<file path="src/rtl/qlsf_pkg.sv">
// Shared types, constants and width helpers for the quadratic least-squares fit.
// Used by qlsf_front, qlsf_queue, qlsf_back and quadratic_least_squares_fit.
`default_nettype none

package qlsf_pkg;

  localparam int MAX_POINTS_DEF   = 256;
  localparam int SAMPLE_WIDTH_DEF = 12;
  localparam int FRAC_BITS_DEF    = 16;
  localparam int MIN_POINTS       = 3;
  localparam int COEF_W           = 48;
  localparam int QUEUE_DEPTH      = 2;
  localparam int PROG_LEN         = 30;
  localparam int DET_STEP         = 8;
  localparam int STEP_W           = 5;

  typedef enum logic [1:0] {
    ST_OK       = 2'd0,
    ST_FEW      = 2'd1,
    ST_SINGULAR = 2'd2,
    ST_TOO_MANY = 2'd3
  } fit_status_t;

  // Operand sources of the shared multiply-accumulate unit.
  typedef enum logic [3:0] {
    OP_S00, OP_S10, OP_S20, OP_S30, OP_S40, OP_S01, OP_S11, OP_S21,
    OP_M1, OP_M2, OP_M3, OP_T
  } opnd_t;

  typedef enum logic [1:0] {
    BASE_ZERO, BASE_ACC, BASE_DB, BASE_DC
  } base_t;

  typedef enum logic [3:0] {
    DST_NONE, DST_M1, DST_M2, DST_M3, DST_DET, DST_DA, DST_DB, DST_DC, DST_T
  } dst_t;

  typedef struct packed {
    opnd_t a;
    opnd_t b;
    base_t base;
    logic  sub;
    dst_t  dst;
  } uop_t;

  typedef enum logic [3:0] {
    BK_IDLE, BK_SETUP, BK_MUL, BK_CHECK, BK_DIV_SETUP, BK_DIV, BK_ROUND, BK_SAT,
    BK_DONE
  } bk_state_t;

  // Width of the point counter: it must hold MAX_POINTS + 1.
  function automatic int count_w(input int max_points);
    return $clog2(max_points + 2);
  endfunction

  // Width of a running sum over terms of the given total degree.
  function automatic int sum_w(input int sw, input int cw, input int deg);
    return (sw - 1) * deg + cw + 1;
  endfunction

  // Working width of the solver; holds every Cramer term times 2^frac.
  function automatic int work_w(input int sw, input int cw, input int frac);
    int w;
    w = 7 * (sw - 1) + 3 * cw + frac + 8;
    if (w < COEF_W + 1) begin
      w = COEF_W + 1;
    end
    return w;
  endfunction

  function automatic uop_t mk(input opnd_t a, input opnd_t b, input base_t base,
                              input logic sub, input dst_t dst);
    uop_t u;
    u.a = a;
    u.b = b;
    u.base = base;
    u.sub = sub;
    u.dst = dst;
    return u;
  endfunction

  // Solve program: minors, determinant, then the three Cramer numerators.
  function automatic uop_t prog_step(input logic [STEP_W-1:0] idx);
    uop_t u;
    case (idx)
      5'd0:  u = mk(OP_S20, OP_S00, BASE_ZERO, 1'b0, DST_NONE);
      5'd1:  u = mk(OP_S10, OP_S10, BASE_ACC,  1'b1, DST_M1);
      5'd2:  u = mk(OP_S30, OP_S00, BASE_ZERO, 1'b0, DST_NONE);
      5'd3:  u = mk(OP_S10, OP_S20, BASE_ACC,  1'b1, DST_M2);
      5'd4:  u = mk(OP_S30, OP_S10, BASE_ZERO, 1'b0, DST_NONE);
      5'd5:  u = mk(OP_S20, OP_S20, BASE_ACC,  1'b1, DST_M3);
      5'd6:  u = mk(OP_S40, OP_M1,  BASE_ZERO, 1'b0, DST_NONE);
      5'd7:  u = mk(OP_S30, OP_M2,  BASE_ACC,  1'b1, DST_NONE);
      5'd8:  u = mk(OP_S20, OP_M3,  BASE_ACC,  1'b0, DST_DET);
      5'd9:  u = mk(OP_S21, OP_M1,  BASE_ZERO, 1'b0, DST_NONE);
      5'd10: u = mk(OP_S11, OP_M2,  BASE_ACC,  1'b1, DST_NONE);
      5'd11: u = mk(OP_S01, OP_M3,  BASE_ACC,  1'b0, DST_DA);
      5'd12: u = mk(OP_S11, OP_S00, BASE_ZERO, 1'b0, DST_NONE);
      5'd13: u = mk(OP_S01, OP_S10, BASE_ACC,  1'b1, DST_T);
      5'd14: u = mk(OP_S40, OP_T,   BASE_ZERO, 1'b0, DST_DB);
      5'd15: u = mk(OP_S21, OP_S00, BASE_ZERO, 1'b0, DST_NONE);
      5'd16: u = mk(OP_S01, OP_S20, BASE_ACC,  1'b1, DST_T);
      5'd17: u = mk(OP_S30, OP_T,   BASE_DB,   1'b1, DST_DB);
      5'd18: u = mk(OP_S21, OP_S10, BASE_ZERO, 1'b0, DST_NONE);
      5'd19: u = mk(OP_S11, OP_S20, BASE_ACC,  1'b1, DST_T);
      5'd20: u = mk(OP_S20, OP_T,   BASE_DB,   1'b0, DST_DB);
      5'd21: u = mk(OP_S20, OP_S01, BASE_ZERO, 1'b0, DST_NONE);
      5'd22: u = mk(OP_S10, OP_S11, BASE_ACC,  1'b1, DST_T);
      5'd23: u = mk(OP_S40, OP_T,   BASE_ZERO, 1'b0, DST_DC);
      5'd24: u = mk(OP_S30, OP_S01, BASE_ZERO, 1'b0, DST_NONE);
      5'd25: u = mk(OP_S10, OP_S21, BASE_ACC,  1'b1, DST_T);
      5'd26: u = mk(OP_S30, OP_T,   BASE_DC,   1'b1, DST_DC);
      5'd27: u = mk(OP_S30, OP_S11, BASE_ZERO, 1'b0, DST_NONE);
      5'd28: u = mk(OP_S20, OP_S21, BASE_ACC,  1'b1, DST_T);
      5'd29: u = mk(OP_S20, OP_T,   BASE_DC,   1'b0, DST_DC);
      default: u = mk(OP_S00, OP_S00, BASE_ZERO, 1'b0, DST_NONE);
    endcase
    return u;
  endfunction

endpackage

`default_nettype wire

</file>
<file path="src/rtl/qlsf_queue.sv">
// Short queue of sum snapshots between the front end and the solver.
// Depth from qlsf_pkg::QUEUE_DEPTH; the word width is a parameter.
`default_nettype none

module qlsf_queue #(
  parameter int W = 8,
  localparam int DEPTH = qlsf_pkg::QUEUE_DEPTH,
  localparam int PTR_W = $clog2(DEPTH),
  localparam int CNT_W = $clog2(DEPTH + 1)
) (
  input  wire logic         clk,
  input  wire logic         rst_n,
  input  wire logic         push,
  input  wire logic [W-1:0] wr_data,
  output logic              full,
  input  wire logic         pop,
  output logic [W-1:0]      rd_data,
  output logic              empty
);

  logic [W-1:0]     mem_r [DEPTH];
  logic [PTR_W-1:0] wp_r, rp_r;
  logic [CNT_W-1:0] cnt_r;
  logic             do_push, do_pop;

  assign full    = (cnt_r == CNT_W'(DEPTH));
  assign empty   = (cnt_r == '0);
  assign do_push = push & ~full;
  assign do_pop  = pop & ~empty;
  assign rd_data = mem_r[rp_r];

  always_ff @(posedge clk) begin
    if (!rst_n) begin
      wp_r  <= '0;
      rp_r  <= '0;
      cnt_r <= '0;
    end else begin
      if (do_push) begin
        wp_r <= (wp_r == PTR_W'(DEPTH - 1)) ? '0 : wp_r + 1'b1;
      end
      if (do_pop) begin
        rp_r <= (rp_r == PTR_W'(DEPTH - 1)) ? '0 : rp_r + 1'b1;
      end
      if (do_push && !do_pop) begin
        cnt_r <= cnt_r + 1'b1;
      end else if (do_pop && !do_push) begin
        cnt_r <= cnt_r - 1'b1;
      end
    end
  end

  always_ff @(posedge clk) begin
    if (do_push) begin
      mem_r[wp_r] <= wr_data;
    end
  end

endmodule

`default_nettype wire

</file>
<file path="config.mk">
export PLATFORM = sky130hd
export DESIGN_NAME = qlsf_queue
export DESIGN_NICKNAME = d
export VERILOG_FILES = /design/src/rtl/qlsf_pkg.sv /design/src/rtl/qlsf_queue.sv
export SDC_FILE = /design/constraint.sdc
export NUM_CORES = 1
export LEC_CHECK = 0
export BUFFER_PORTS_ARGS = -buffer_cell sky130_fd_sc_hd__buf_2
export CAP_MARGIN = 20
export CORE_ASPECT_RATIO = 1.1
export CORE_MARGIN = 10
export CORE_UTILIZATION = 44
export CTS_CLUSTER_SIZE = 28
export DETAILED_ROUTE_END_ITERATION = 8
export GPL_TIMING_DRIVEN = 0
export PLACE_DENSITY = 0.71
export SYNTH_ARGS = -nofsm -noshare
export SYNTH_HDL_FRONTEND = slang
export SYNTH_SLANG_ARGS = --single-unit
</file>
<file path="constraint.sdc">
create_clock -name clk -period 1.5 [get_ports clk]
set_clock_uncertainty 0.15 [all_clocks]
set_input_delay 0 -clock clk [delete_from_list [all_inputs] [get_ports clk]]
set_output_delay 0 -clock clk [all_outputs]
set_load 0.02 [all_outputs]
</file>
==> flow_summary_export.csv <==
group,metric,value,unit
sta,timing.hold.ws,0.157,ns
job,drv_cap,0,
global_route,grt-ovfl-total,0,
route,drt-vias-per-instance,4.89,
cts,cts_sinks,21,
synthesis,synthDistinctLibCells,20,
hold_path,hold_path_depth,2,
placement,portBuffers,21,
route,ant_nets,0,
synthesis,synth_top_area_share,59.4,%
cts,clock-root-buffer,"clkbuf_4",
hold_path,hold_start,"push",
placement,dpl.hpwl,1.04,mm
synthesis,synth_top_area_cell,"edfxtp_1",
cts,numCtsBuffers,3,
hold_path,min_path_type,"in -> reg",
synthesis,syn_inst,50,
cells_and_area,drive_above_1_share,51.7,%
setup_path,r2r_slack,-0.09,ns
synthesis,synthArstFlopShare,0,%
route,drc_errors,0,
cells_and_area,diodes,0,
status,violations,"setup timing",
power_and_ir_drop,finalPower,0.00188,W
synthesis,yosysMostFrequentCell,"edfxtp_1",
floorplanning,rows,16,
sta,maxSlewHeadroom,74.6,%
route,wl,1.56,mm
cts,cts_buffer_depth,2,
cts,cts_tree,"done",
global_route,grt_max_degree,13,
sta,grt_setup_unrepaired,"true",
sta,period_needed,1.59,ns
setup_path,ff2ff_path_depth,6,
route,initialDrtViolationCount,11,
synthesis,syn_nets,63,
setup_path,worstPathArrival,1.68,ns
synthesis,synth_common_cells,"edfxtp_1, mux2_2, dfxtp_1, and2_1",
setup_path,timing.rr.end,"cnt_r[1]$_SDFFE_PN0P_",
power_and_ir_drop,powerDensity,1600,nW/um^2
sta,drv_slew,0,
synthesis,synth.area.top_cells,"edfxtp_1, dfxtp_1, mux2_2",
cts,clk_latency,0.29,ns
cells_and_area,syn_to_final_growth,44.7,%
setup_path,worst-setup-path-type,"reg -> reg",
sta,tightest_slew,0.381,ns
power_and_ir_drop,ir_worst_vdd,1.10,mV
synthesis,syn_area_per_cell,16.2,sq um
floorplanning,start_util,46.0,%
global_route,use_met1,7.83,%
sta,period_share,106,%
sta,fmax,627,MHz
floorplanning,die-height,65.0,um
global_route,busiest_layer,"met2",
floorplanning,io_pins,22,
setup_path,endpoint_kind,"flip-flop",
sta,setup_violations,1,
status,status,"finished, violations left",
floorplanning,die_x,60.9,um
global_route,grt_pass1_vias,596,
cells_and_area,nets,103,
setup_path,crit_required,1.58,ns
sta,hold_violations,0,
synthesis,ys_seq_area_share,71.7,%
route,vias,523,
global_route,grt_util_all_layers,8.04,%
sta,final.setup.worst_slack,-0.0945,ns
power_and_ir_drop,leakagePower,0.462,nW
cts,htreeDepth,1,
route,dr.pass1.iters,4,
global_route,antenna_found_initial,0,
route,wl_per_cell,14.6,um
setup_path,cp_max_fo,4,
floorplanning,core-area,1760,sq um
floorplanning,dieArea,3960,sq um
synthesis,syn_area,810,sq um
global_route,grt_pass1_wl,2.46,mm
global_route,grtUsageMet3,3.51,%
hold_path,holdPathEnd,"mem_r[1][1]$_DFFE_PP_",
synthesis,synth_ff_type,"edfxtp_1",
cts,clk_pin_slew,0.11,ns
synthesis,ys_ff_latch,21,
setup_path,start_kind,"flip-flop",
placement,gp_congestion,0.716,
synthesis,synth_edf_count,16,
setup_path,regToRegStartpoint,"cnt_r[0]$_SDFFE_PN0P_",
synthesis,yosys_warnings,0,
global_route,use_met2,14.2,%
cell type report:
type                       instances  area, sq um
clock buffer                       3         22.5
timing repair buffer              35          254
buffer                             1         11.3
fill                             134          591
clock inverter                     1         5.00
sequential                        21          586
multi-input combinational         26          258
tap                               18         22.5
inverter                           2         12.5
placed cells by master (no fill, tap or decap), types with 2 or more instances in the layout:
master	n
mux2_2	8
buf_6	2
dlygate4sd3_1	11
and2_1	3
clkbuf_4	3
dfxtp_1	3
buf_2	21
edfxtp_1	16
xnor2_1	2
cells by family (layout without fill, tap and decap cells):
logic type | count (synthesis) | in the layout | synth area share [%]
multiplexers | 8 | 8 | 11.1
XOR/XNOR | 3 | 3 | 3.25
buffers and inverters | 3 | 42 | 1.54
AND/OR/NAND/NOR | 9 | 9 | 6.80
flip-flops | 21 | 21 | 71.7
AO/OA/AOI/OAI | 5 | 5 | 4.02
adder cells (fa/ha/maj) | 1 | 1 | 1.55
layer usage:
metal	routed length [um]	vias up
met5	0	-
met4	8	0
met3	132	2
met2	850	12
met1	573	245
li1	-	264
state kept, by name, indices dropped and copies added, names as in the netlist, named ones only:
signal,flops
wp_r,1
cnt_r,2
rp_r,1
mem_r,16
per-stage QoR:
stage	setup TNS [ns]	setup WS, ns	instances	instance area (sq um)	utilization (%)
finish	-0.0945	-0.0945	107	1170	66.5
global route	-0.175	-0.175	107	1170	66.5
CTS	-0.634	-0.0793	106	1140	64.9
detailed placement	-1.55	-0.173	89	956	54.3
global placement	-1.07	-0.125	89	956	54.3
floorplan	-0.0593	-0.0593	50	828	-
power by group:
group | internal (W) | switching, W | leakage (nW)
registers | 0.000751 | 0.0000629 | 0.192
logic | 0.000401 | 0.000401 | 0.252
clock network | 0.0000992 | 0.000164 | 0.0177
total | 0.00125 | 0.000628 | 0.462
how the worst max path moves through the flow:
stage | to | depth (start not counted) | start | slack, ns
final | cnt_r[1]$_SDFFE_PN0P_ | 6 | cnt_r[0]$_SDFFE_PN0P_ | -0.09
after global routing | cnt_r[1]$_SDFFE_PN0P_ | 7 | cnt_r[0]$_SDFFE_PN0P_ | -0.18
after CTS | cnt_r[1]$_SDFFE_PN0P_ | 7 | cnt_r[0]$_SDFFE_PN0P_ | -0.08
after detailed placement | mem_r[0][7]$_DFFE_PP_ | 3 | cnt_r[0]$_SDFFE_PN0P_ | -0.17
after global placement | mem_r[0][6]$_DFFE_PP_ | 3 | cnt_r[0]$_SDFFE_PN0P_ | -0.12
after floorplan | cnt_r[1]$_SDFFE_PN0P_ | 7 | cnt_r[0]$_SDFFE_PN0P_ | -0.06
critical path, cell delays in order, from the launching register on:
cell	delay, ns
dfxtp_4	0.38
nand2b_4	0.15
inv_6	0.04
nor2_4	0.10
ha_4	0.22
or3_1	0.36
a21boi_2	0.13
what timing repair did:
| action | 4_1_cts | 5_1_grt |
|---|---|---|
| resized for setup | 8 | 2 |
| pin swaps | 2 | 2 |
| setup buffers | 2 | 1 |
| endpoints found under the setup margin | 18 | 13 |
| endpoints found under the hold margin | 21 | 0 |
| hold buffers | 11 | 0 |
Power figures use the tool's default switching activity.
