### src/rtl/qlsf_pkg.sv
// Shared types, constants and width helpers for the quadratic least-squares fit.
// Used by qlsf_front, qlsf_queue, qlsf_back and quadratic_least_squares_fit.
`default_nettype none

package qlsf_pkg;

  localparam int MAX_POINTS_DEF   = 256;
  localparam int SAMPLE_WIDTH_DEF = 12;
  localparam int FRAC_BITS_DEF    = 16;
  localparam int MIN_POINTS       = 3;
  localparam int COEF_W           = 48;
  localparam int QUEUE_DEPTH      = 2;
  localparam int PROG_LEN         = 30;
  localparam int DET_STEP         = 8;
  localparam int STEP_W           = 5;

  typedef enum logic [1:0] {
    ST_OK       = 2'd0,
    ST_FEW      = 2'd1,
    ST_SINGULAR = 2'd2,
    ST_TOO_MANY = 2'd3
  } fit_status_t;

  // Operand sources of the shared multiply-accumulate unit.
  typedef enum logic [3:0] {
    OP_S00, OP_S10, OP_S20, OP_S30, OP_S40, OP_S01, OP_S11, OP_S21,
    OP_M1, OP_M2, OP_M3, OP_T
  } opnd_t;

  typedef enum logic [1:0] {
    BASE_ZERO, BASE_ACC, BASE_DB, BASE_DC
  } base_t;

  typedef enum logic [3:0] {
    DST_NONE, DST_M1, DST_M2, DST_M3, DST_DET, DST_DA, DST_DB, DST_DC, DST_T
  } dst_t;

  typedef struct packed {
    opnd_t a;
    opnd_t b;
    base_t base;
    logic  sub;
    dst_t  dst;
  } uop_t;

  typedef enum logic [3:0] {
    BK_IDLE, BK_SETUP, BK_MUL, BK_CHECK, BK_DIV_SETUP, BK_DIV, BK_ROUND, BK_SAT,
    BK_DONE
  } bk_state_t;

  // Width of the point counter: it must hold MAX_POINTS + 1.
  function automatic int count_w(input int max_points);
    return $clog2(max_points + 2);
  endfunction

  // Width of a running sum over terms of the given total degree.
  function automatic int sum_w(input int sw, input int cw, input int deg);
    return (sw - 1) * deg + cw + 1;
  endfunction

  // Working width of the solver; holds every Cramer term times 2^frac.
  function automatic int work_w(input int sw, input int cw, input int frac);
    int w;
    w = 7 * (sw - 1) + 3 * cw + frac + 8;
    if (w < COEF_W + 1) begin
      w = COEF_W + 1;
    end
    return w;
  endfunction

  function automatic uop_t mk(input opnd_t a, input opnd_t b, input base_t base,
                              input logic sub, input dst_t dst);
    uop_t u;
    u.a = a;
    u.b = b;
    u.base = base;
    u.sub = sub;
    u.dst = dst;
    return u;
  endfunction

  // Solve program: minors, determinant, then the three Cramer numerators.
  function automatic uop_t prog_step(input logic [STEP_W-1:0] idx);
    uop_t u;
    case (idx)
      5'd0:  u = mk(OP_S20, OP_S00, BASE_ZERO, 1'b0, DST_NONE);
      5'd1:  u = mk(OP_S10, OP_S10, BASE_ACC,  1'b1, DST_M1);
      5'd2:  u = mk(OP_S30, OP_S00, BASE_ZERO, 1'b0, DST_NONE);
      5'd3:  u = mk(OP_S10, OP_S20, BASE_ACC,  1'b1, DST_M2);
      5'd4:  u = mk(OP_S30, OP_S10, BASE_ZERO, 1'b0, DST_NONE);
      5'd5:  u = mk(OP_S20, OP_S20, BASE_ACC,  1'b1, DST_M3);
      5'd6:  u = mk(OP_S40, OP_M1,  BASE_ZERO, 1'b0, DST_NONE);
      5'd7:  u = mk(OP_S30, OP_M2,  BASE_ACC,  1'b1, DST_NONE);
      5'd8:  u = mk(OP_S20, OP_M3,  BASE_ACC,  1'b0, DST_DET);
      5'd9:  u = mk(OP_S21, OP_M1,  BASE_ZERO, 1'b0, DST_NONE);
      5'd10: u = mk(OP_S11, OP_M2,  BASE_ACC,  1'b1, DST_NONE);
      5'd11: u = mk(OP_S01, OP_M3,  BASE_ACC,  1'b0, DST_DA);
      5'd12: u = mk(OP_S11, OP_S00, BASE_ZERO, 1'b0, DST_NONE);
      5'd13: u = mk(OP_S01, OP_S10, BASE_ACC,  1'b1, DST_T);
      5'd14: u = mk(OP_S40, OP_T,   BASE_ZERO, 1'b0, DST_DB);
      5'd15: u = mk(OP_S21, OP_S00, BASE_ZERO, 1'b0, DST_NONE);
      5'd16: u = mk(OP_S01, OP_S20, BASE_ACC,  1'b1, DST_T);
      5'd17: u = mk(OP_S30, OP_T,   BASE_DB,   1'b1, DST_DB);
      5'd18: u = mk(OP_S21, OP_S10, BASE_ZERO, 1'b0, DST_NONE);
      5'd19: u = mk(OP_S11, OP_S20, BASE_ACC,  1'b1, DST_T);
      5'd20: u = mk(OP_S20, OP_T,   BASE_DB,   1'b0, DST_DB);
      5'd21: u = mk(OP_S20, OP_S01, BASE_ZERO, 1'b0, DST_NONE);
      5'd22: u = mk(OP_S10, OP_S11, BASE_ACC,  1'b1, DST_T);
      5'd23: u = mk(OP_S40, OP_T,   BASE_ZERO, 1'b0, DST_DC);
      5'd24: u = mk(OP_S30, OP_S01, BASE_ZERO, 1'b0, DST_NONE);
      5'd25: u = mk(OP_S10, OP_S21, BASE_ACC,  1'b1, DST_T);
      5'd26: u = mk(OP_S30, OP_T,   BASE_DC,   1'b1, DST_DC);
      5'd27: u = mk(OP_S30, OP_S11, BASE_ZERO, 1'b0, DST_NONE);
      5'd28: u = mk(OP_S20, OP_S21, BASE_ACC,  1'b1, DST_T);
      5'd29: u = mk(OP_S20, OP_T,   BASE_DC,   1'b0, DST_DC);
      default: u = mk(OP_S00, OP_S00, BASE_ZERO, 1'b0, DST_NONE);
    endcase
    return u;
  endfunction

endpackage

`default_nettype wire

### src/rtl/qlsf_back.sv
// Solver: runs the Cramer program on one shift-add multiply unit, then three
// restoring divisions with rounding and saturation. Uses qlsf_pkg.
`default_nettype none

module qlsf_back #(
  parameter int MAX_POINTS   = qlsf_pkg::MAX_POINTS_DEF,
  parameter int SAMPLE_WIDTH = qlsf_pkg::SAMPLE_WIDTH_DEF,
  parameter int FRAC_BITS    = qlsf_pkg::FRAC_BITS_DEF,
  localparam int SW  = SAMPLE_WIDTH,
  localparam int CW  = qlsf_pkg::count_w(MAX_POINTS),
  localparam int S1W = qlsf_pkg::sum_w(SW, CW, 1),
  localparam int S2W = qlsf_pkg::sum_w(SW, CW, 2),
  localparam int S3W = qlsf_pkg::sum_w(SW, CW, 3),
  localparam int S4W = qlsf_pkg::sum_w(SW, CW, 4),
  localparam int PW  = 2 + CW + 2 * S1W + 2 * S2W + 2 * S3W + S4W,
  localparam int WW  = qlsf_pkg::work_w(SW, CW, FRAC_BITS),
  localparam int CFW = qlsf_pkg::COEF_W
) (
  input  wire logic                  clk,
  input  wire logic                  rst_n,
  input  wire logic                  q_empty,
  input  wire logic [PW-1:0]         q_data,
  output logic                       q_pop,
  input  wire logic                  out_pop,
  output logic                       out_empty,
  output logic signed [CFW-1:0]      out_coef_a,
  output logic signed [CFW-1:0]      out_coef_b,
  output logic signed [CFW-1:0]      out_coef_c,
  output logic [1:0]                 out_fit_status
);

  localparam int O_S11 = S3W;
  localparam int O_S01 = O_S11 + S2W;
  localparam int O_S40 = O_S01 + S1W;
  localparam int O_S30 = O_S40 + S4W;
  localparam int O_S20 = O_S30 + S3W;
  localparam int O_S10 = O_S20 + S2W;
  localparam int O_CNT = O_S10 + S1W;
  localparam int O_CLS = O_CNT + CW;
  localparam int DCW   = $clog2(WW);

  qlsf_pkg::bk_state_t state_r, state_nxt;

  logic signed [WW-1:0] s00_r, s10_r, s20_r, s30_r, s40_r, s01_r, s11_r, s21_r;
  logic signed [WW-1:0] m1_r, m2_r, m3_r, t_r, det_r, da_r, db_r, dc_r;
  logic signed [WW-1:0] acc_r, mc_r;
  logic [WW-1:0]        mp_r;
  logic                 neg_r;
  logic [qlsf_pkg::STEP_W-1:0] step_r;

  logic [WW-1:0]  dn_r, dd_r, r_r, q_r;
  logic [DCW-1:0] dcnt_r;
  logic [1:0]     kidx_r;
  logic           dneg_r;

  logic signed [CFW-1:0] coef_a_r, coef_b_r, coef_c_r;
  qlsf_pkg::fit_status_t st_r, ld_cls;
  logic res_v_r;

  qlsf_pkg::uop_t uop;
  logic signed [WW-1:0] opa, opb, base_val, num_sel;
  logic [WW-1:0]        opb_abs, num_abs, det_abs, rs;
  logic                 start, mul_done, div_last, ge, rnd_up, big;
  logic signed [CFW-1:0] sat_val;
  logic [CFW-1:0]       mag;

  assign uop    = qlsf_pkg::prog_step(step_r);
  assign ld_cls = qlsf_pkg::fit_status_t'(q_data[O_CLS +: 2]);

  always_comb begin
    case (uop.a)
      qlsf_pkg::OP_S00: opa = s00_r;
      qlsf_pkg::OP_S10: opa = s10_r;
      qlsf_pkg::OP_S20: opa = s20_r;
      qlsf_pkg::OP_S30: opa = s30_r;
      qlsf_pkg::OP_S40: opa = s40_r;
      qlsf_pkg::OP_S01: opa = s01_r;
      qlsf_pkg::OP_S11: opa = s11_r;
      qlsf_pkg::OP_S21: opa = s21_r;
      qlsf_pkg::OP_M1:  opa = m1_r;
      qlsf_pkg::OP_M2:  opa = m2_r;
      qlsf_pkg::OP_M3:  opa = m3_r;
      default:          opa = t_r;
    endcase
    case (uop.b)
      qlsf_pkg::OP_S00: opb = s00_r;
      qlsf_pkg::OP_S10: opb = s10_r;
      qlsf_pkg::OP_S20: opb = s20_r;
      qlsf_pkg::OP_S30: opb = s30_r;
      qlsf_pkg::OP_S40: opb = s40_r;
      qlsf_pkg::OP_S01: opb = s01_r;
      qlsf_pkg::OP_S11: opb = s11_r;
      qlsf_pkg::OP_S21: opb = s21_r;
      qlsf_pkg::OP_M1:  opb = m1_r;
      qlsf_pkg::OP_M2:  opb = m2_r;
      qlsf_pkg::OP_M3:  opb = m3_r;
      default:          opb = t_r;
    endcase
    case (uop.base)
      qlsf_pkg::BASE_ZERO: base_val = '0;
      qlsf_pkg::BASE_ACC:  base_val = acc_r;
      qlsf_pkg::BASE_DB:   base_val = db_r;
      default:             base_val = dc_r;
    endcase
    case (kidx_r)
      2'd0:    num_sel = da_r;
      2'd1:    num_sel = db_r;
      default: num_sel = dc_r;
    endcase
  end

  always_comb begin
    opb_abs  = opb[WW-1] ? WW'(-opb) : opb;
    num_abs  = num_sel[WW-1] ? WW'(-num_sel) : num_sel;
    det_abs  = det_r[WW-1] ? WW'(-det_r) : det_r;
    mul_done = (mp_r == '0);
    div_last = (dcnt_r == DCW'(WW - 1));
    rs       = {r_r[WW-2:0], dn_r[WW-1]};
    ge       = (rs >= dd_r);
    rnd_up   = ({r_r, 1'b0} >= {1'b0, dd_r});
    big      = |q_r[WW-1:CFW-1];
    mag      = q_r[CFW-1:0];
    if (big) begin
      sat_val = dneg_r ? {1'b1, {(CFW-1){1'b0}}} : {1'b0, {(CFW-1){1'b1}}};
    end else begin
      sat_val = dneg_r ? CFW'(-mag) : mag;
    end
  end

  // Next state.
  always_comb begin
    state_nxt = state_r;
    case (state_r)
      qlsf_pkg::BK_IDLE: begin
        if (start) begin
          state_nxt = (ld_cls == qlsf_pkg::ST_OK) ? qlsf_pkg::BK_SETUP
                                                   : qlsf_pkg::BK_DONE;
        end
      end
      qlsf_pkg::BK_SETUP: state_nxt = qlsf_pkg::BK_MUL;
      qlsf_pkg::BK_MUL: begin
        if (mul_done) begin
          if (step_r == qlsf_pkg::STEP_W'(qlsf_pkg::DET_STEP)) begin
            state_nxt = qlsf_pkg::BK_CHECK;
          end else if (step_r == qlsf_pkg::STEP_W'(qlsf_pkg::PROG_LEN - 1)) begin
            state_nxt = qlsf_pkg::BK_DIV_SETUP;
          end else begin
            state_nxt = qlsf_pkg::BK_SETUP;
          end
        end
      end
      qlsf_pkg::BK_CHECK: begin
        state_nxt = (det_r == '0) ? qlsf_pkg::BK_DONE : qlsf_pkg::BK_SETUP;
      end
      qlsf_pkg::BK_DIV_SETUP: state_nxt = qlsf_pkg::BK_DIV;
      qlsf_pkg::BK_DIV: begin
        if (div_last) begin
          state_nxt = qlsf_pkg::BK_ROUND;
        end
      end
      qlsf_pkg::BK_ROUND: state_nxt = qlsf_pkg::BK_SAT;
      qlsf_pkg::BK_SAT: begin
        state_nxt = (kidx_r == 2'd2) ? qlsf_pkg::BK_DONE : qlsf_pkg::BK_DIV_SETUP;
      end
      qlsf_pkg::BK_DONE: state_nxt = qlsf_pkg::BK_IDLE;
      default: state_nxt = qlsf_pkg::BK_IDLE;
    endcase
  end

  // Outputs of the sequencer.
  always_comb begin
    start     = (state_r == qlsf_pkg::BK_IDLE) && !q_empty && !res_v_r;
    q_pop     = start;
    out_empty = ~res_v_r;
  end

  assign out_coef_a     = coef_a_r;
  assign out_coef_b     = coef_b_r;
  assign out_coef_c     = coef_c_r;
  assign out_fit_status = st_r;

  always_ff @(posedge clk) begin
    if (!rst_n) begin
      state_r <= qlsf_pkg::BK_IDLE;
      res_v_r <= 1'b0;
    end else begin
      state_r <= state_nxt;
      if (state_r == qlsf_pkg::BK_DONE) begin
        res_v_r <= 1'b1;
      end else if (out_pop) begin
        res_v_r <= 1'b0;
      end
    end
  end

  always_ff @(posedge clk) begin
    case (state_r)
      qlsf_pkg::BK_IDLE: begin
        if (start) begin
          s21_r    <= WW'($signed(q_data[O_S11-1:0]));
          s11_r    <= WW'($signed(q_data[O_S01-1:O_S11]));
          s01_r    <= WW'($signed(q_data[O_S40-1:O_S01]));
          s40_r    <= WW'($signed(q_data[O_S30-1:O_S40]));
          s30_r    <= WW'($signed(q_data[O_S20-1:O_S30]));
          s20_r    <= WW'($signed(q_data[O_S10-1:O_S20]));
          s10_r    <= WW'($signed(q_data[O_CNT-1:O_S10]));
          s00_r    <= WW'(q_data[O_CLS-1:O_CNT]);
          st_r     <= ld_cls;
          coef_a_r <= '0;
          coef_b_r <= '0;
          coef_c_r <= '0;
          step_r   <= '0;
          kidx_r   <= '0;
        end
      end
      qlsf_pkg::BK_SETUP: begin
        acc_r <= base_val;
        mc_r  <= opa;
        mp_r  <= opb_abs;
        neg_r <= uop.sub ^ opb[WW-1];
      end
      qlsf_pkg::BK_MUL: begin
        if (mul_done) begin
          case (uop.dst)
            qlsf_pkg::DST_M1:  m1_r  <= acc_r;
            qlsf_pkg::DST_M2:  m2_r  <= acc_r;
            qlsf_pkg::DST_M3:  m3_r  <= acc_r;
            qlsf_pkg::DST_DET: det_r <= acc_r;
            qlsf_pkg::DST_DA:  da_r  <= acc_r;
            qlsf_pkg::DST_DB:  db_r  <= acc_r;
            qlsf_pkg::DST_DC:  dc_r  <= acc_r;
            qlsf_pkg::DST_T:   t_r   <= acc_r;
            default: ;
          endcase
          step_r <= step_r + 1'b1;
        end else begin
          if (mp_r[0]) begin
            acc_r <= neg_r ? acc_r - mc_r : acc_r + mc_r;
          end
          mc_r <= mc_r <<< 1;
          mp_r <= mp_r >> 1;
        end
      end
      qlsf_pkg::BK_CHECK: begin
        if (det_r == '0) begin
          st_r <= qlsf_pkg::ST_SINGULAR;
        end
      end
      qlsf_pkg::BK_DIV_SETUP: begin
        dn_r   <= num_abs << FRAC_BITS;
        dd_r   <= det_abs;
        r_r    <= '0;
        q_r    <= '0;
        dcnt_r <= '0;
        dneg_r <= num_sel[WW-1] ^ det_r[WW-1];
      end
      qlsf_pkg::BK_DIV: begin
        r_r    <= ge ? rs - dd_r : rs;
        q_r    <= {q_r[WW-2:0], ge};
        dn_r   <= dn_r << 1;
        dcnt_r <= dcnt_r + 1'b1;
      end
      qlsf_pkg::BK_ROUND: begin
        q_r <= q_r + WW'(rnd_up);
      end
      qlsf_pkg::BK_SAT: begin
        case (kidx_r)
          2'd0:    coef_a_r <= sat_val;
          2'd1:    coef_b_r <= sat_val;
          default: coef_c_r <= sat_val;
        endcase
        kidx_r <= kidx_r + 1'b1;
      end
      default: ;
    endcase
  end

  a_pop_ok: assert property (@(posedge clk) disable iff (!rst_n)
    q_pop |-> (!q_empty && !res_v_r))
    else $error("solver took a snapshot while busy or from an empty queue");

  a_div_nonzero: assert property (@(posedge clk) disable iff (!rst_n)
    (state_r == qlsf_pkg::BK_DIV) |-> (dd_r != '0))
    else $error("division started with a zero determinant");

  a_flag_zero: assert property (@(posedge clk) disable iff (!rst_n)
    (res_v_r && st_r != qlsf_pkg::ST_OK) |->
      (coef_a_r == '0 && coef_b_r == '0 && coef_c_r == '0))
    else $error("flagged result carries nonzero coefficients");

endmodule

`default_nettype wire

### config.mk
export PLATFORM = sky130hd
export DESIGN_NAME = qlsf_back
export DESIGN_NICKNAME = d
export VERILOG_FILES = /design/src/rtl/qlsf_pkg.sv /design/src/rtl/qlsf_back.sv
export SDC_FILE = /design/constraint.sdc
export NUM_CORES = 2
export LEC_CHECK = 0
export ABC_CLOCK_PERIOD_IN_PS = 16300
export BUFFER_PORTS_ARGS = -buffer_cell sky130_fd_sc_hd__buf_2
export CELL_PAD_IN_SITES_DETAIL_PLACEMENT = 1
export CELL_PAD_IN_SITES_GLOBAL_PLACEMENT = 2
export CORE_MARGIN = 2
export CORE_UTILIZATION = 39
export CTS_CLUSTER_DIAMETER = 100
export DETAILED_ROUTE_END_ITERATION = 10
export PLACE_DENSITY_LB_ADDON = 0.1
export RECOVER_POWER = 50
export SLEW_MARGIN = 20
export SYNTH_ARGS = -nofsm -noshare
export SYNTH_HDL_FRONTEND = slang
export SYNTH_SLANG_ARGS = --single-unit
### constraint.sdc
create_clock -name clk -period 16.3 [get_ports clk]
set_input_delay 4.89 -clock clk [delete_from_list [all_inputs] [get_ports clk]]
set_output_delay 4.89 -clock clk [all_outputs]
set_load 0.005 [all_outputs]
==> impl_metrics.csv <==
group,metric,value,unit
status,outcome,"complete, but fails checks",
status,violations,"capacitance limit, slew limit",
synth,syn-cell-area,0.1247,mm2
sta,whs,513.8,ps
global_route,grt.overflow.total,0,
synth,synth_edf_count,2306,
cells_and_area,nFillCells,34067,
route,wl_per_cell,29.77,um
global_route,antenna_found_initial,57,
global_route,grt_pass1_wl,688800,um
route,finalWirelength,475800,um
cells_and_area,nNetsFinal,12107,
min_path,hp-start,"det_r[0]",
cells_and_area,drive_above_1_share,0.09921,
min_path,holdPathStages,0,
synth,synth_ff_type,"edfxtp_1",
min_path,min_path_type,"reg2reg",
clock_network,cts_resized,0,
global_route,gr-usage-all-layers,0.2852,
synth,synth.distinct_cells,101,
sta,slew_headroom,-5.122,
critical_path,crit_fanout,153,
synth,ys_async_sr_fraction,0,
synth,postSynthCellCount,11385,
critical_path,worstReg2RegEnd,"dn_r[123]",
floorplan,core_area,0.3181,mm2
sta,fin_skew,64.96,ps
min_path,whs_endpoint,"dd_r[0]",
sta,fin_crit_sh,0.7554,
sta,worstMarginPinSlew,9183,ps
route,vias_per_cell,6.107,
synth,yosysSeqAreaShare,0.5585,
sta,finalMaxSlewViolations,2000,
critical_path,critical_path_arrival,12570,ps
critical_path,rrSetupSlack,3990,ps
critical_path,critical_path_class,"reg2reg",
clock_network,clk_pin_slew,60,ps
global_route,grt_start_max_net_pins,175,
clock_network,cts.sinks,2325,
run,max-cap-violations,35,
pwr,p_total,20040,uW
pwr,irDropWorstVdd,0.0001363,V
sta,clock.fmax,81.21,MHz
placed_design,port_buffers,408,
synth,synthTopCellsByArea,"edfxtp_1, a21oi_1, xnor2_1",
critical_path,r2r_cells,5,
clock_network,cts-root-buf,"clkbuf_16",
cells_and_area,layout_commonest_cell,"edfxtp_1",
route,drtPass1Iterations,6,
critical_path,worstSetupEndpointType,"register",
placed_design,dpl.hpwl,355500,um
floorplan,start_util,0.3920,
synth,synth_top_cell_area_share,0.5555,
clock_network,cts_tree,"built",
sta,finalSetupTns,0,ps
floorplan,io_pins,409,
clock_network,insertion_delay,940,ps
route,postRouteAntennaNets,0,
sta,min_period,12310,ps
floorplan,die_x,569.4,um
synth,ys_ff_latch,2325,
floorplan,dieHeight,569.4,um
floorplan,num_rows,207,
clock_network,cts_buffers,281,
floorplan,die_area,0.3242,mm2
route,drcViolationCount,0,
cells_and_area,areaGrowthSynthToFinish,12.26,%
synth,syn_avg_cell_area,10.95,um2
synth,yosysWarnings,0,
placed_design,place.gp.congestion,0.9408,
global_route,first_global_vias,97744,
sta,rsz0062_at_grt,"no",
clock_network,h-tree-depth,5,
critical_path,r2r-start,"state_r[2]",
clock_network,clockBufferDepth,4,
sta,finalSetupViolCount,0,
synth,synth_area_leader_cell,"edfxtp_1",
synth,synthesis.nets,11925,
route,vias,97610,
pwr,power_density,143.2,mW/mm2
clock_network,post_cts_buffers,0,
critical_path,required,16560,ps
cells_and_area,final_cell_mix,"edfxtp_1, nand2_1, a21oi_1",
sta,hold_viol,0,
clock_network,cts_hold_buffers,0,
critical_path,critPathLaunchType,"register",
route,first_iter_violations,10356,
pwr,static-leakage-power,0.04779,uW
[layout make-up]
type,count,area (um2),area share
flip-flops and latches,2325,69650,0.4977
diodes,19,47.55,0.0003397
well taps,4180,5230,0.03737
multi-input cells,8036,51420,0.3675
clock buffers,342,7377,0.05271
inverters,301,1137,0.008127
clock inverters,157,1579,0.01128
repair buffers,622,3500,0.02501
[worst max path at each step]
stage                     slack (ps)  depth (start not counted)        end       start
after global placement          5720                          6      q_pop     q_empty
final                           3990                          5  dn_r[123]  state_r[2]
after floorplan                  480                          7    m1_r[0]  state_r[0]
after detailed placement        5770                          6      q_pop     q_empty
after global routing            2980                          5  dn_r[124]  state_r[2]
after CTS                       5760                          6      q_pop     q_empty
[state kept, by name, indices dropped and copies added (netlist names), 48 cells and up]
name,cells
dd_r,128
dn_r,112
m3_r,128
t_r,128
q_r,128
out_coef_b,48
s40_r,54
m1_r,128
dc_r,128
da_r,113
acc_r,128
out_coef_a,48
mp_r,128
db_r,128
out_coef_c,48
mc_r,128
det_r,128
r_r,128
m2_r,128
[synth_stat cells (all sizes together), types with 26 or more instances]
cell / count
and2: 56
buf: 127
a21o: 221
or3: 88
edfxtp: 2306
nand3b: 29
a32oi: 32
mux2i: 176
a41oi: 31
a211oi: 70
nand2: 989
nor2b: 71
nor3: 218
and3: 68
or4: 61
o21ai: 814
nor4: 126
o22ai: 61
o21bai: 83
nand4: 227
a22o: 159
a22oi: 127
o31ai: 98
o21a: 66
xor2: 299
a31oi: 154
inv: 299
a221oi: 160
a21oi: 978
xnor2: 534
ha: 277
nand3: 183
nor2: 929
nand2b: 49
o211ai: 38
o41ai: 45
clkbuf: 596
o2111ai: 26
mux2: 87
or2: 47
[where the power goes]
group          internal (uW)  switching (uW)  total [uW]
clock                   3560            2660        6220
sequential              7150             350        7500
combinational           2100            4220        6330
[critical path: stages, from the launching register on]
cell and delay [ps]:
dfxtp_1 560, nand2b_1 350, nor2_4 150, clkbuf_1 2150, clkbuf_1 2240, clkdlybuf4s25_1 5910
[through the flow]
step                setup WS, ps    util  instances  area (um2)
floorplan                  484.8       -      11385      124700
global placement            5724  0.4123      15457      131100
detailed placement          5767  0.4125      15459      131200
CTS                         5763  0.4407      15958      140200
global route                2983  0.4399      15964      139900
finish                      3986  0.4400      15982      139900
[routing by layer]
metal / part of all wire / global-route usage / routed length [um] / vias up
met5: 0.00012 / 0 / 57 / -
met4: 0.023 / 0.06488 / 11140 / 8
met3: 0.076 / 0.04412 / 36080 / 618
met2: 0.44 / 0.4323 / 207100 / 3518
met1: 0.47 / 0.4265 / 221400 / 49865
li1: - / - / - / 43601
[cells by family (layout without fill, tap and decap cells)]
logic type | after synthesis | count (layout) | share of synthesized area
compound gates | 3378 | 3378 | 0.1731
simple gates | 3269 | 3269 | 0.1256
flops | 2325 | 2325 | 0.5585
buf+inv | 1024 | 1422 | 0.03166
xor+xnor | 833 | 833 | 0.05852
fa+ha+maj | 279 | 279 | 0.02812
mux | 277 | 277 | 0.02452
other cells | 0 | 19 | 0
(Power assumes the default switching activity.)
